$ cat config.mk
export PLATFORM = sky130hd
export DESIGN_NAME = rtdt_seq
export DESIGN_NICKNAME = d
export VERILOG_FILES = /design/src/design/rtdt_pkg.sv /design/src/design/rtdt_seq.sv
export SDC_FILE = /design/constraint.sdc
export NUM_CORES = 1
export LEC_CHECK = 0
export ABC_AREA = 1
export BUFFER_PORTS_ARGS = -buffer_cell sky130_fd_sc_hd__buf_4
export CAP_MARGIN = 15
export CELL_PAD_IN_SITES_DETAIL_PLACEMENT = 0
export CELL_PAD_IN_SITES_GLOBAL_PLACEMENT = 2
export CORE_MARGIN = 2
export CORE_UTILIZATION = 32
export CTS_CLUSTER_DIAMETER = 100
export DETAILED_ROUTE_END_ITERATION = 8
export GPL_TIMING_DRIVEN = 0
export PLACE_DENSITY_LB_ADDON = 0.2
export SETUP_SLACK_MARGIN = 0.05
export SYNTH_ARGS = -nofsm -noshare
export SYNTH_HDL_FRONTEND = slang
export SYNTH_SLANG_ARGS = --single-unit
$ cat constraint.sdc
create_clock -name i_clk -period 16.9 [get_ports i_clk]
set_clock_uncertainty 0.05 [all_clocks]
set_input_delay 0.845 -clock i_clk [delete_from_list [all_inputs] [get_ports i_clk]]
set_output_delay 0.845 -clock i_clk [all_outputs]
set_load 0.01 [all_outputs]
$ cat src/design/rtdt_pkg.sv
// ----------------------------------------------------------------------------
// rtdt_pkg
// Shared constants, field layouts and inter-module structs for the runaway
// thread detect table.
// ----------------------------------------------------------------------------
package rtdt_pkg;

    // table and list geometry (TABLE_SIZE must be a power of two)
    localparam int TABLE_SIZE = 256;
    localparam int LIST_DEPTH = 256;
    localparam int SLOT_AW    = $clog2(TABLE_SIZE);
    localparam int LIST_AW    = (LIST_DEPTH > 1) ? $clog2(LIST_DEPTH) : 1;
    localparam int LIST_CW    = $clog2(LIST_DEPTH + 1);

    // field widths
    localparam int KIND_W     = 3;
    localparam int TID_W      = 31;
    localparam int CPU_W      = 63;
    localparam int PRIO_W     = 7;
    localparam int TEAM_W     = 31;
    localparam int EIDX_W     = 8;
    localparam int SAMPLE_W   = 8;
    localparam int CNT_W      = 9;
    localparam int SAMPLE_LSB = 11;   // cpu time in units of 2048 us

    // configuration port
    localparam int CFG_IDX_W  = 2;
    localparam int CFG_DATA_W = 31;

    localparam logic [TID_W-1:0]    OWN_THREAD_RST  = '0;
    localparam logic [PRIO_W-1:0]   MIN_PRIO_RST    = 7'd10;
    localparam logic [SAMPLE_W-1:0] JUMP_THRESH_RST = 8'd25;

    // input tdata layout, lowest bit first
    localparam int IN_THREAD_LSB = 0;
    localparam int IN_CPU_LSB    = IN_THREAD_LSB + TID_W;
    localparam int IN_PRIO_LSB   = IN_CPU_LSB + CPU_W;
    localparam int IN_TEAM_LSB   = IN_PRIO_LSB + PRIO_W;
    localparam int IN_EIDX_LSB   = IN_TEAM_LSB + TEAM_W;
    localparam int IN_FIELDS_W   = IN_EIDX_LSB + EIDX_W;
    localparam int IN_DATA_W     = ((IN_FIELDS_W + 7) / 8) * 8;

    // output tdata layout, lowest bit first
    localparam int OUT_FLAGGED_LSB = 0;
    localparam int OUT_FULL_LSB    = 1;
    localparam int OUT_LISTED_LSB  = 2;
    localparam int OUT_COUNT_LSB   = 3;
    localparam int OUT_THREAD_LSB  = OUT_COUNT_LSB + CNT_W;
    localparam int OUT_PRIO_LSB    = OUT_THREAD_LSB + TID_W;
    localparam int OUT_TEAM_LSB    = OUT_PRIO_LSB + PRIO_W;
    localparam int OUT_EVALID_LSB  = OUT_TEAM_LSB + TEAM_W;
    localparam int OUT_FIELDS_W    = OUT_EVALID_LSB + 1;
    localparam int OUT_DATA_W      = ((OUT_FIELDS_W + 7) / 8) * 8;

    typedef enum logic [KIND_W-1:0] {
        KIND_CLEAR  = 3'd0,
        KIND_RECORD = 3'd1,
        KIND_CHECK  = 3'd2,
        KIND_QUERY  = 3'd3,
        KIND_READ   = 3'd4
    } t_kind;

    typedef enum logic [CFG_IDX_W-1:0] {
        CFG_OWN_THREAD  = 2'd0,
        CFG_MIN_PRIO    = 2'd1,
        CFG_JUMP_THRESH = 2'd2
    } t_cfg_idx;

    typedef struct packed {
        logic [TID_W-1:0]    own_thread;
        logic [PRIO_W-1:0]   min_prio;
        logic [SAMPLE_W-1:0] jump_thresh;
    } t_cfg;

    typedef struct packed {
        logic [KIND_W-1:0] kind;
        logic [TID_W-1:0]  thread;
        logic [CPU_W-1:0]  cpu;
        logic [PRIO_W-1:0] prio;
        logic [TEAM_W-1:0] team;
        logic [EIDX_W-1:0] eidx;
    } t_item;

    typedef struct packed {
        logic              flagged;
        logic              table_full;
        logic              team_listed;
        logic [CNT_W-1:0]  count;
        logic [TID_W-1:0]  out_thread;
        logic [PRIO_W-1:0] out_prio;
        logic [TEAM_W-1:0] out_team;
        logic              entry_valid;
    } t_result;

    // slot table access
    typedef struct packed {
        logic                clear;
        logic                wr_en;
        logic [SLOT_AW-1:0]  wr_addr;
        logic [SLOT_AW-1:0]  rd_addr;
        logic [TID_W-1:0]    wr_thread;
        logic [SAMPLE_W-1:0] wr_sample;
    } t_slot_req;

    typedef struct packed {
        logic                used;
        logic [TID_W-1:0]    thread;
        logic [SAMPLE_W-1:0] sample;
    } t_slot_rsp;

    // flagged list access
    typedef struct packed {
        logic               wr_en;
        logic [LIST_AW-1:0] wr_addr;
        logic [LIST_AW-1:0] rd_addr;
        logic [TID_W-1:0]   wr_thread;
        logic [PRIO_W-1:0]  wr_prio;
        logic [TEAM_W-1:0]  wr_team;
    } t_list_req;

    typedef struct packed {
        logic [TID_W-1:0]  thread;
        logic [PRIO_W-1:0] prio;
        logic [TEAM_W-1:0] team;
    } t_list_rsp;

endpackage

$ cat src/design/rtdt_seq.sv
// ----------------------------------------------------------------------------
// rtdt_seq
// Item sequencer: walks the probe chain of the slot table or the entries of
// the flagged list one per cycle through a single shared id comparator, then
// loads the result register.
// ----------------------------------------------------------------------------
module rtdt_seq
    import rtdt_pkg::*;
(
    input  logic      i_clk,
    input  logic      i_rst_n,
    input  t_cfg      i_cfg,
    input  logic      i_item_valid,
    output logic      o_item_ready,
    input  t_item     i_item,
    output logic      o_res_valid,
    input  logic      i_res_ready,
    output t_result   o_res,
    output t_slot_req o_slot_req,
    input  t_slot_rsp i_slot_rsp,
    output t_list_req o_list_req,
    input  t_list_rsp i_list_rsp
);

    typedef enum logic [5:0] {
        S_IDLE  = 6'b000001,
        S_PROBE = 6'b000010,
        S_EVAL  = 6'b000100,
        S_SCAN  = 6'b001000,
        S_READ  = 6'b010000,
        S_FIN   = 6'b100000
    } t_state;

    t_state              r_state,  n_state;
    t_item               r_item,   n_item;
    logic [SAMPLE_W-1:0] r_sample, n_sample;
    logic [SAMPLE_W-1:0] r_stored, n_stored;
    logic [SLOT_AW-1:0]  r_idx,    n_idx;
    logic [SLOT_AW-1:0]  r_pcnt,   n_pcnt;
    logic [LIST_CW-1:0]  r_lidx,   n_lidx;
    logic [LIST_CW-1:0]  r_count,  n_count;
    t_result             r_res,    n_res;
    t_result             r_out,    n_out;
    logic                r_ovalid, n_ovalid;

    logic [TID_W-1:0]    cmp_a;
    logic [TID_W-1:0]    cmp_b;
    logic                cmp_eq;
    logic [SLOT_AW-1:0]  idx_nxt;
    logic [SLOT_AW-1:0]  home_idx;
    logic [LIST_CW-1:0]  lidx_nxt;
    logic [SAMPLE_W-1:0] delta;
    logic                ignored;

    // time sample: bits 18..11 of the cpu time, never zero
    function automatic logic [SAMPLE_W-1:0] make_sample(input logic [CPU_W-1:0] cpu);
        logic [SAMPLE_W-1:0] s;
        s = cpu[SAMPLE_LSB +: SAMPLE_W];
        return (s == '0) ? SAMPLE_W'(1) : s;
    endfunction

    // shared id comparator: slot thread during probe, list team during scan
    assign cmp_a  = (r_state == S_SCAN) ? i_list_rsp.team : i_slot_rsp.thread;
    assign cmp_b  = (r_state == S_SCAN) ? r_item.team     : r_item.thread;
    assign cmp_eq = (cmp_a == cmp_b);

    assign idx_nxt  = (r_idx == SLOT_AW'(TABLE_SIZE - 1)) ? '0 : r_idx + 1'b1;
    assign home_idx = SLOT_AW'(i_item.thread % TABLE_SIZE);
    assign lidx_nxt = r_lidx + 1'b1;
    assign delta    = r_sample - r_stored;
    assign ignored  = (i_item.thread == i_cfg.own_thread) || (i_item.prio <= i_cfg.min_prio);

    // next state and datapath
    always_comb begin
        n_state  = r_state;
        n_item   = r_item;
        n_sample = r_sample;
        n_stored = r_stored;
        n_idx    = r_idx;
        n_pcnt   = r_pcnt;
        n_lidx   = r_lidx;
        n_count  = r_count;
        n_res    = r_res;
        n_out    = r_out;
        n_ovalid = r_ovalid;

        o_slot_req           = '0;
        o_slot_req.rd_addr   = r_idx;
        o_slot_req.wr_addr   = r_idx;
        o_slot_req.wr_thread = r_item.thread;
        o_slot_req.wr_sample = r_sample;

        o_list_req           = '0;
        o_list_req.rd_addr   = r_lidx[LIST_AW-1:0];
        o_list_req.wr_addr   = r_count[LIST_AW-1:0];
        o_list_req.wr_thread = r_item.thread;
        o_list_req.wr_prio   = r_item.prio;
        o_list_req.wr_team   = r_item.team;

        if (r_ovalid && i_res_ready) begin
            n_ovalid = 1'b0;
        end

        case (r_state)
            S_IDLE: begin
                o_slot_req.rd_addr = home_idx;
                o_list_req.rd_addr = (i_item.kind == KIND_READ) ?
                                     LIST_AW'(i_item.eidx) : '0;
                if (i_item_valid) begin
                    n_item   = i_item;
                    n_sample = make_sample(i_item.cpu);
                    n_res    = '0;
                    n_idx    = home_idx;
                    n_pcnt   = '0;
                    n_lidx   = '0;
                    case (i_item.kind)
                        KIND_CLEAR: begin
                            o_slot_req.clear = 1'b1;
                            n_count          = '0;
                            n_state          = S_FIN;
                        end
                        KIND_RECORD, KIND_CHECK: begin
                            n_state = ignored ? S_FIN : S_PROBE;
                        end
                        KIND_QUERY: begin
                            n_state = (r_count == '0) ? S_FIN : S_SCAN;
                        end
                        KIND_READ: begin
                            n_state = S_READ;
                        end
                        default: begin
                            n_state = S_FIN;
                        end
                    endcase
                end
            end

            // one slot per cycle along the probe chain
            S_PROBE: begin
                if (!i_slot_rsp.used || cmp_eq) begin
                    if (r_item.kind == KIND_RECORD) begin
                        o_slot_req.wr_en = 1'b1;
                        n_state          = S_FIN;
                    end else if (!i_slot_rsp.used) begin
                        n_state = S_FIN;
                    end else begin
                        n_stored = i_slot_rsp.sample;
                        n_state  = S_EVAL;
                    end
                end else if (r_pcnt == SLOT_AW'(TABLE_SIZE - 1)) begin
                    n_res.table_full = 1'b1;
                    n_state          = S_FIN;
                end else begin
                    n_idx              = idx_nxt;
                    n_pcnt             = r_pcnt + 1'b1;
                    o_slot_req.rd_addr = idx_nxt;
                end
            end

            // wrapped delta against the threshold, append when flagged and the list has room
            S_EVAL: begin
                if (delta > i_cfg.jump_thresh) begin
                    n_res.flagged = 1'b1;
                    if (r_count < LIST_CW'(LIST_DEPTH)) begin
                        o_list_req.wr_en = 1'b1;
                        n_count          = r_count + 1'b1;
                    end
                end
                n_state = S_FIN;
            end

            // one list entry per cycle looking for the team
            S_SCAN: begin
                if (cmp_eq) begin
                    n_res.team_listed = 1'b1;
                    n_state           = S_FIN;
                end else if (lidx_nxt >= r_count) begin
                    n_state = S_FIN;
                end else begin
                    n_lidx             = lidx_nxt;
                    o_list_req.rd_addr = lidx_nxt[LIST_AW-1:0];
                end
            end

            S_READ: begin
                if ({{LIST_CW{1'b0}}, r_item.eidx} < {{EIDX_W{1'b0}}, r_count}) begin
                    n_res.out_thread  = i_list_rsp.thread;
                    n_res.out_prio    = i_list_rsp.prio;
                    n_res.out_team    = i_list_rsp.team;
                    n_res.entry_valid = 1'b1;
                end
                n_state = S_FIN;
            end

            // hand the result over once the output register is free
            S_FIN: begin
                if (!r_ovalid || i_res_ready) begin
                    n_out       = r_res;
                    n_out.count = CNT_W'(r_count);
                    n_ovalid    = 1'b1;
                    n_state     = S_IDLE;
                end
            end

            default: begin
                n_state = S_IDLE;
            end
        endcase
    end

    // control registers
    always_ff @(posedge i_clk) begin
        if (!i_rst_n) begin
            r_state  <= S_IDLE;
            r_count  <= '0;
            r_ovalid <= 1'b0;
        end else begin
            r_state  <= n_state;
            r_count  <= n_count;
            r_ovalid <= n_ovalid;
        end
    end

    // payload registers
    always_ff @(posedge i_clk) begin
        r_item   <= n_item;
        r_sample <= n_sample;
        r_stored <= n_stored;
        r_idx    <= n_idx;
        r_pcnt   <= n_pcnt;
        r_lidx   <= n_lidx;
        r_res    <= n_res;
        r_out    <= n_out;
    end

    assign o_item_ready = (r_state == S_IDLE);
    assign o_res_valid  = r_ovalid;
    assign o_res        = r_out;

endmodule

==> qor.yml, run 1 <==
finalWirelength_um: 44500
p_int_uw: 1782
initial_core_util: 0.3247
cp_max_fo: 8
leakagePower_uw: 0.009081
cap_violations: 0
total_power_uw: 2565
final_nets: 2232
grt_max_degree: 33
numCtsBuffers: 36
cts_root_buffer: "clkbuf_16"
rsz0062_at_grt: "false"
cp_slowest_stage_delay_ns: 0.51
first_pass_iters: 4
cts-htree-levels: 2
grtUsageTotal: 0.1875
critPathRequiredTime_ns: 16.01
die_y_um: 215.8
crit_top_cell: "inv_1"
period_share: 0.2644
relSlewSlack: 0.3743
crit_buf_inv: 5
yosys.area.top_type_share: 0.5773
p_sw_frac: 0.3055
layout_min_cycle_time_ns: 4.468
clock.fmax_mhz: 223.8
drtIter0Drc: 553
worst_slack_ns: 12.43
hold_violations: 0
antenna_found_initial: 3
cp_num_cells: 17
avgSynthCellArea_um2: 10.53
cp_top_family: "simple AND/OR/NAND/NOR gates"
rows: 77
p_switching_uw: 783.6
r2r_cells: 18
path_clk_slew_ns: 0.06
synth_seq_cells: 292
boundaryPins: 529
core_area_mm2: 0.04422
p_seq_frac: 0.431
synth-main-ff-cell: "edfxtp_1"
cts_setup_buffers: 0
crit_type: "reg2out"
die-area_mm2: 0.04658
antenna_left: 0
wl_per_cell_um: 17.77
hold_class: "reg2reg"
combPwrFrac: 0.292
grt_pass1_wl_um: 65120
yosysTopAreaCell: "edfxtp_1"
pre_cts_slack_ns: 12.96
p_clk_frac: 0.277
drive_above_1_share: 0.3553
syn_area_mm2: 0.01436
clkSinkCount: 292
vias: 10810
insertion_delay_ns: 0.54
critPathSlowestCell: "edfxtp_1"
end_kind: "primary output"
arrival_ns: 3.57
die_x_um: 215.8
yosys_warnings: 0
cts-resized-gates: 0
grt_pass1_vias: 10610
gp_congestion: 0.8221
ys_types: 47
tns_ns: 0
async_flop_share: 0
synthCells: 1364
yosys-top-cells-area: "edfxtp_1 58%, nand2_1 6.3%, buf_4 5.6%"
cp-start-kind: "register"
synth_edf_count: 276
synthesis.nets: 1710
final_common_cell: "buf_4"
tightest_slew_ns: 0.9352
setup_viol: 0
route.detailed.drc: 0
cts_tree: "built"
grt.overflow.total: 0
powerDensity_mw_per_mm2: 128.5
hold_buffers: 0
port_buffers: 473
postLayoutCoreUtil: 0.4515
layout_common_cells: "582 x buf_4, 276 x edfxtp_1, 240 x nand2_1"
synth-seq-area-share: 0.5996
viasPerCell: 4.317
syn_to_final_growth_pct: 39.06
dpl.hpwl_um: 35830
hold_path_depth: 0
slew_viol_final: 0
max-clock-path-buffers: 3
status: "finished, final reports clean"
worstPathCellList: "ha_1 -> nand4_1 -> nand3b_1 -> xor2_1 -> inv_1 -> ha_1 -> inv_1 -> nor3_1 -> nand3b_1 -> nand4_1 -> inv_1 -> nand2_2 -> nand2_1 -> inv_2 -> nand2_1 -> a31oi_1 -> buf_4"
peakVddDrop_mv: 0.06324
==> state kept, by name, summed over array words and instances (netlist names), 6 cells and up <==
name	flops
r_res	73
r_lidx	9
r_item	11
o_list_req	69
r_state	6
o_res	82
r_pcnt	8
r_idx	8
r_stored	8
r_count	9
r_sample	8
==> final cells by class <==
cell class	instances	area (µm²)
clock buffers	51	967.2
plain buffers	129	898.4
repair buffers	484	3781
inverters	221	832.0
fillers	4258	24260
multi-input cells	722	4038
well taps	592	740.7
flip-flops and latches	292	8608
clock inverters	12	97.59
diodes	1	2.502
==> metrics by stage <==
step / instance area, µm² / hold slack (ns) / cells
4_1_cts: 19960 / 0.3627 / 2503
6_report: 19970 / 0.3613 / 2504
3_5_place_dp: 18900 / 0.3545 / 2440
5_1_grt: 19970 / 0.3700 / 2504
3_3_place_gp: 18650 / 0.3509 / 2429
2_1_floorplan: 14360 / 0.3503 / 1364
==> routing by layer <==
| metal | vias to the layer above | track usage | part of all wire |
|---|---|---|---|
| met5 | - | 0 | 0.00052 |
| met4 | 4 | 0.04897 | 0.016 |
| met3 | 47 | 0.05032 | 0.070 |
| met2 | 332 | 0.3210 | 0.49 |
| met1 | 5037 | 0.2336 | 0.42 |
| li1 | 5389 | - | - |
==> logic make-up (layout without fill, tap and decap cells) <==
family | after synthesis | in the layout | synth area share
AND/OR/NAND/NOR | 505 | 505 | 0.1522
flip-flops | 292 | 292 | 0.5996
XOR/XNOR | 89 | 89 | 0.05429
adder cells (fa/ha/maj) | 44 | 44 | 0.03887
buffers and inverters | 350 | 897 | 0.1205
AO/OA/AOI/OAI | 84 | 84 | 0.03460
other | 0 | 1 | 0
==> worst paths after layout <==
check | startpoint | to | slack [ns]
worst max-delay path | r_lidx[0] | o_list_req[72] | 12.43
worst min-delay path | r_res[56] | o_res[56] | 0.36
worst max register to register | r_sample[2] | r_count[0] | 13.30
worst min register to register | r_res[56] | o_res[56] | 0.36
==> cell usage after synthesis, types with 2 or more instances <==
cell type,number
o21ai_0,19
edfxtp_1,276
o211ai_1,2
dfxtp_1,16
a21oi_1,36
xnor2_1,60
a31oi_1,3
o22ai_1,7
nand3b_1,2
nand4_1,14
nor3_1,17
clkbuf_1,19
buf_4,108
a21o_1,2
o211ai_2,5
nor2_4,2
ha_1,43
inv_2,12
xor2_1,29
nor4_1,4
nor2_2,2
nand2_2,6
nand3_1,51
nand2_1,240
nor2_1,153
o21ai_1,5
inv_1,207
nor4_4,3
nor3b_1,3
==> power by group through the flow <==
stage,logic (µW),clock network [µW],registers (µW)
2_1_floorplan,387,0,1120
5_1_grt,824,763,1120
4_1_cts,763,735,1110
3_3_place_gp,704,0,1150
6_report,749,710,1110
3_5_place_dp,760,0,1120
==> worst reg2reg max path, cell delays in order, from the launching register on <==
cell and delay (ns):
edfxtp_1 0.41, ha_1 0.37, a21oi_1 0.14, nand2_1 0.09
a21oi_1 0.14, o21ai_0 0.14, a21o_1 0.19, a21oi_1 0.15
xor2_1 0.09, ha_1 0.30, nand2_1 0.07, nor2_1 0.15
nand2_1 0.08, o211ai_1 0.19, nand2_1 0.16, o21ai_2 0.35
nand2_2 0.21, o21ai_1 0.16, a21oi_1 0.05
Note: power is estimated with default switching activity, not from simulation.
==> inputs of run 2 (changes only) <==
CORE_UTILIZATION = 27   (was 32)
clock period = 3.7 ns   (was 16.9 ns; I/O delays follow)
==> run 2 against run 1 <==
- sequential share of layout area decreased by 4.1 points
- critical path depth is the same
- global-route usage decreased by 2.1 points
- register-to-register slack worse by 13 ns
- die area increased by 18%
- largest power group unchanged
- clock power rose to 4.9 times the previous value
- final cell count is 11% higher
- via count up 6.5%
- final area up 10%
==> qor.yml, run 2 (synthesis gave the netlist of run 1 again) <==
vias: 11510
rows: 84
tightest_slew_ns: 1.012
drtIter0Drc: 528
grt_pass1_vias: 11810
first_pass_iters: 4
relSlewSlack: 0.3184
r2r_cells: 15
final_nets: 2413
route.detailed.drc: 0
end_kind: "primary output"
clkSinkCount: 292
die_y_um: 234.6
clock.fmax_mhz: 282.3
peakVddDrop_mv: 0.3136
core_area_mm2: 0.05255
place_inst: 2534
crit_type: "reg2out"
numCtsBuffers: 37
final_common_cell: "buf_4"
cts_tree: "built"
rsz0062_at_grt: "true"
grtUsageTotal: 0.1667
holdPathEnd: "r_item[6]"
boundaryPins: 529
powerDensity_mw_per_mm2: 555.3
diodes: 0
final_cells: 2782
dpl.hpwl_um: 36500
gp_congestion: 0.8117
tns_ns: 0
antenna_found_initial: 0
viasPerCell: 4.138
period_share: 0.9572
largest_reg_flops: 82
arrival_ns: 3.31
slew_viol_final: 0
cp-start-kind: "register"
max-clock-path-buffers: 3
insertion_delay_ns: 0.55
path_clk_slew_ns: 0.06
setup_viol: 0
layout_common_cells: "591 x buf_4, 276 x edfxtp_1, 235 x nand2_1"
rrSetupSlack_ns: 0.30
finalWirelength_um: 47310
wl_per_cell_um: 17.00
fill_cells: 5213
critPathRequiredTime_ns: 3.46
r2r_end: "r_lidx[0]"
die_x_um: 234.6
status: "finished, final reports clean"
cap_violations: 0
hold_violations: 0
syn_to_final_growth_pct: 53.62
leakagePower_uw: 0.009888
layout_min_cycle_time_ns: 3.542
hp-start: "i_item_valid"
antenna_left: 0
grt_max_degree: 30
die-area_mm2: 0.05504
grt_pass1_wl_um: 70690
initial_core_util: 0.2732
port_buffers: 473
reg2reg_from: "r_lidx[1]"
cts-htree-levels: 2
drive_above_1_share: 0.3443
cp_max_fo: 4
hold_class: "in2reg"
hold_path_depth: 3
cts_root_buffer: "clkbuf_16"
grt.overflow.total: 0
-- run 2: cell count changes in the layout (fill, tap and decap cells not counted), moves of 3 or more --
cell           delta
a21oi_1           -5
a21oi_2           +6
buf_4             +9
buf_6             +3
clkbuf_1          -4
dlygate4sd3_1   +169
ha_1              -5
ha_4              +4
inv_1             -3
nand2_1           -5
nand2_2           +4
-- run 2: final cells by class --
cell class / count / area [µm²] / share of cell area
sequential: 292 / 8608 / 0.3903
timing repair buffer: 663 / 5519 / 0.2502
multi-input combinational: 723 / 4177 / 0.1894
clock buffer: 50 / 1005 / 0.04555
buffer: 129 / 898.4 / 0.04073
tap: 688 / 860.8 / 0.03903
inverter: 221 / 839.6 / 0.03806
clock inverter: 16 / 148.9 / 0.006751
-- run 2: worst max-delay path, cell delays in order (launching register included) --
cell and delay, ns:
edfxtp_1 0.43, ha_4 0.27, a21oi_2 0.13, nand2_1 0.10
a21oi_2 0.16, o21ai_2 0.09, a21o_1 0.17, a21oi_2 0.12
xor2_1 0.08, ha_1 0.32, nand2_2 0.09, nor2_4 0.08
nand2_1 0.06, o211ai_1 0.08, buf_4 0.16, nand4_1 0.17
inv_2 0.14, buf_6 0.11
-- run 2: report_power, final --
part           switching (µW)  leakage (µW)  internal (µW)  total, µW
logic                    1990       0.00656           1750       3730
registers                 365       0.00276           4670       5030
clock network            1430      0.000565           2050       3480
-- run 2: what timing repair did --
action | in CTS | in global routing
cloned | 0 | 1
endpoints found under the hold margin | 179 | 0
setup buffers | 6 | 6
pin swaps | 2 | 22
hold buffers | 169 | 0
setup endpoints to repair | 23 | 48
gates resized for setup | 10 | 26
-- run 2: per-stage QoR --
step / power (µW) / cell area (µm²) / utilization / setup WS, ns / hold slack, ns
4_1_cts: 12310 / 21890 / 0.4166 / 0.03713 / 0.08695
3_5_place_dp: 8543 / 18960 / 0.3609 / -0.02966 / 0.3143
6_report: 12250 / 22060 / 0.4197 / 0.1582 / 0.1125
3_3_place_gp: 8423 / 18780 / 0.3574 / -1.524 / 0.3139
5_1_grt: 12940 / 22060 / 0.4197 / -0.08718 / 0.1166
2_1_floorplan: 6854 / 14370 / - / 0.1359 / 0.2192
-- run 2: layer usage --
layer  vias up  part of all wire  global-route usage
met5         -                 0                   0
met4         0             0.022             0.04507
met3        63             0.052             0.04006
met2       301              0.49              0.2886
met1      5386              0.43              0.2070
li1       5762                 -                   -
-- run 2: how the worst max path moves through the flow --
stage / from / endpoint / slack, ns / cells past startpoint
after detailed placement: r_sample[2] / r_count[0] / -0.03 / 18
after floorplan: r_state[3] / r_pcnt[0] / 0.14 / 9
after global placement: r_state[3] / r_count[0] / -1.52 / 10
final: r_sample[2] / o_list_req[85] / 0.16 / 17
after CTS: r_sample[1] / o_list_req[85] / 0.04 / 17
after global routing: r_stored[2] / o_list_req[85] / -0.09 / 18
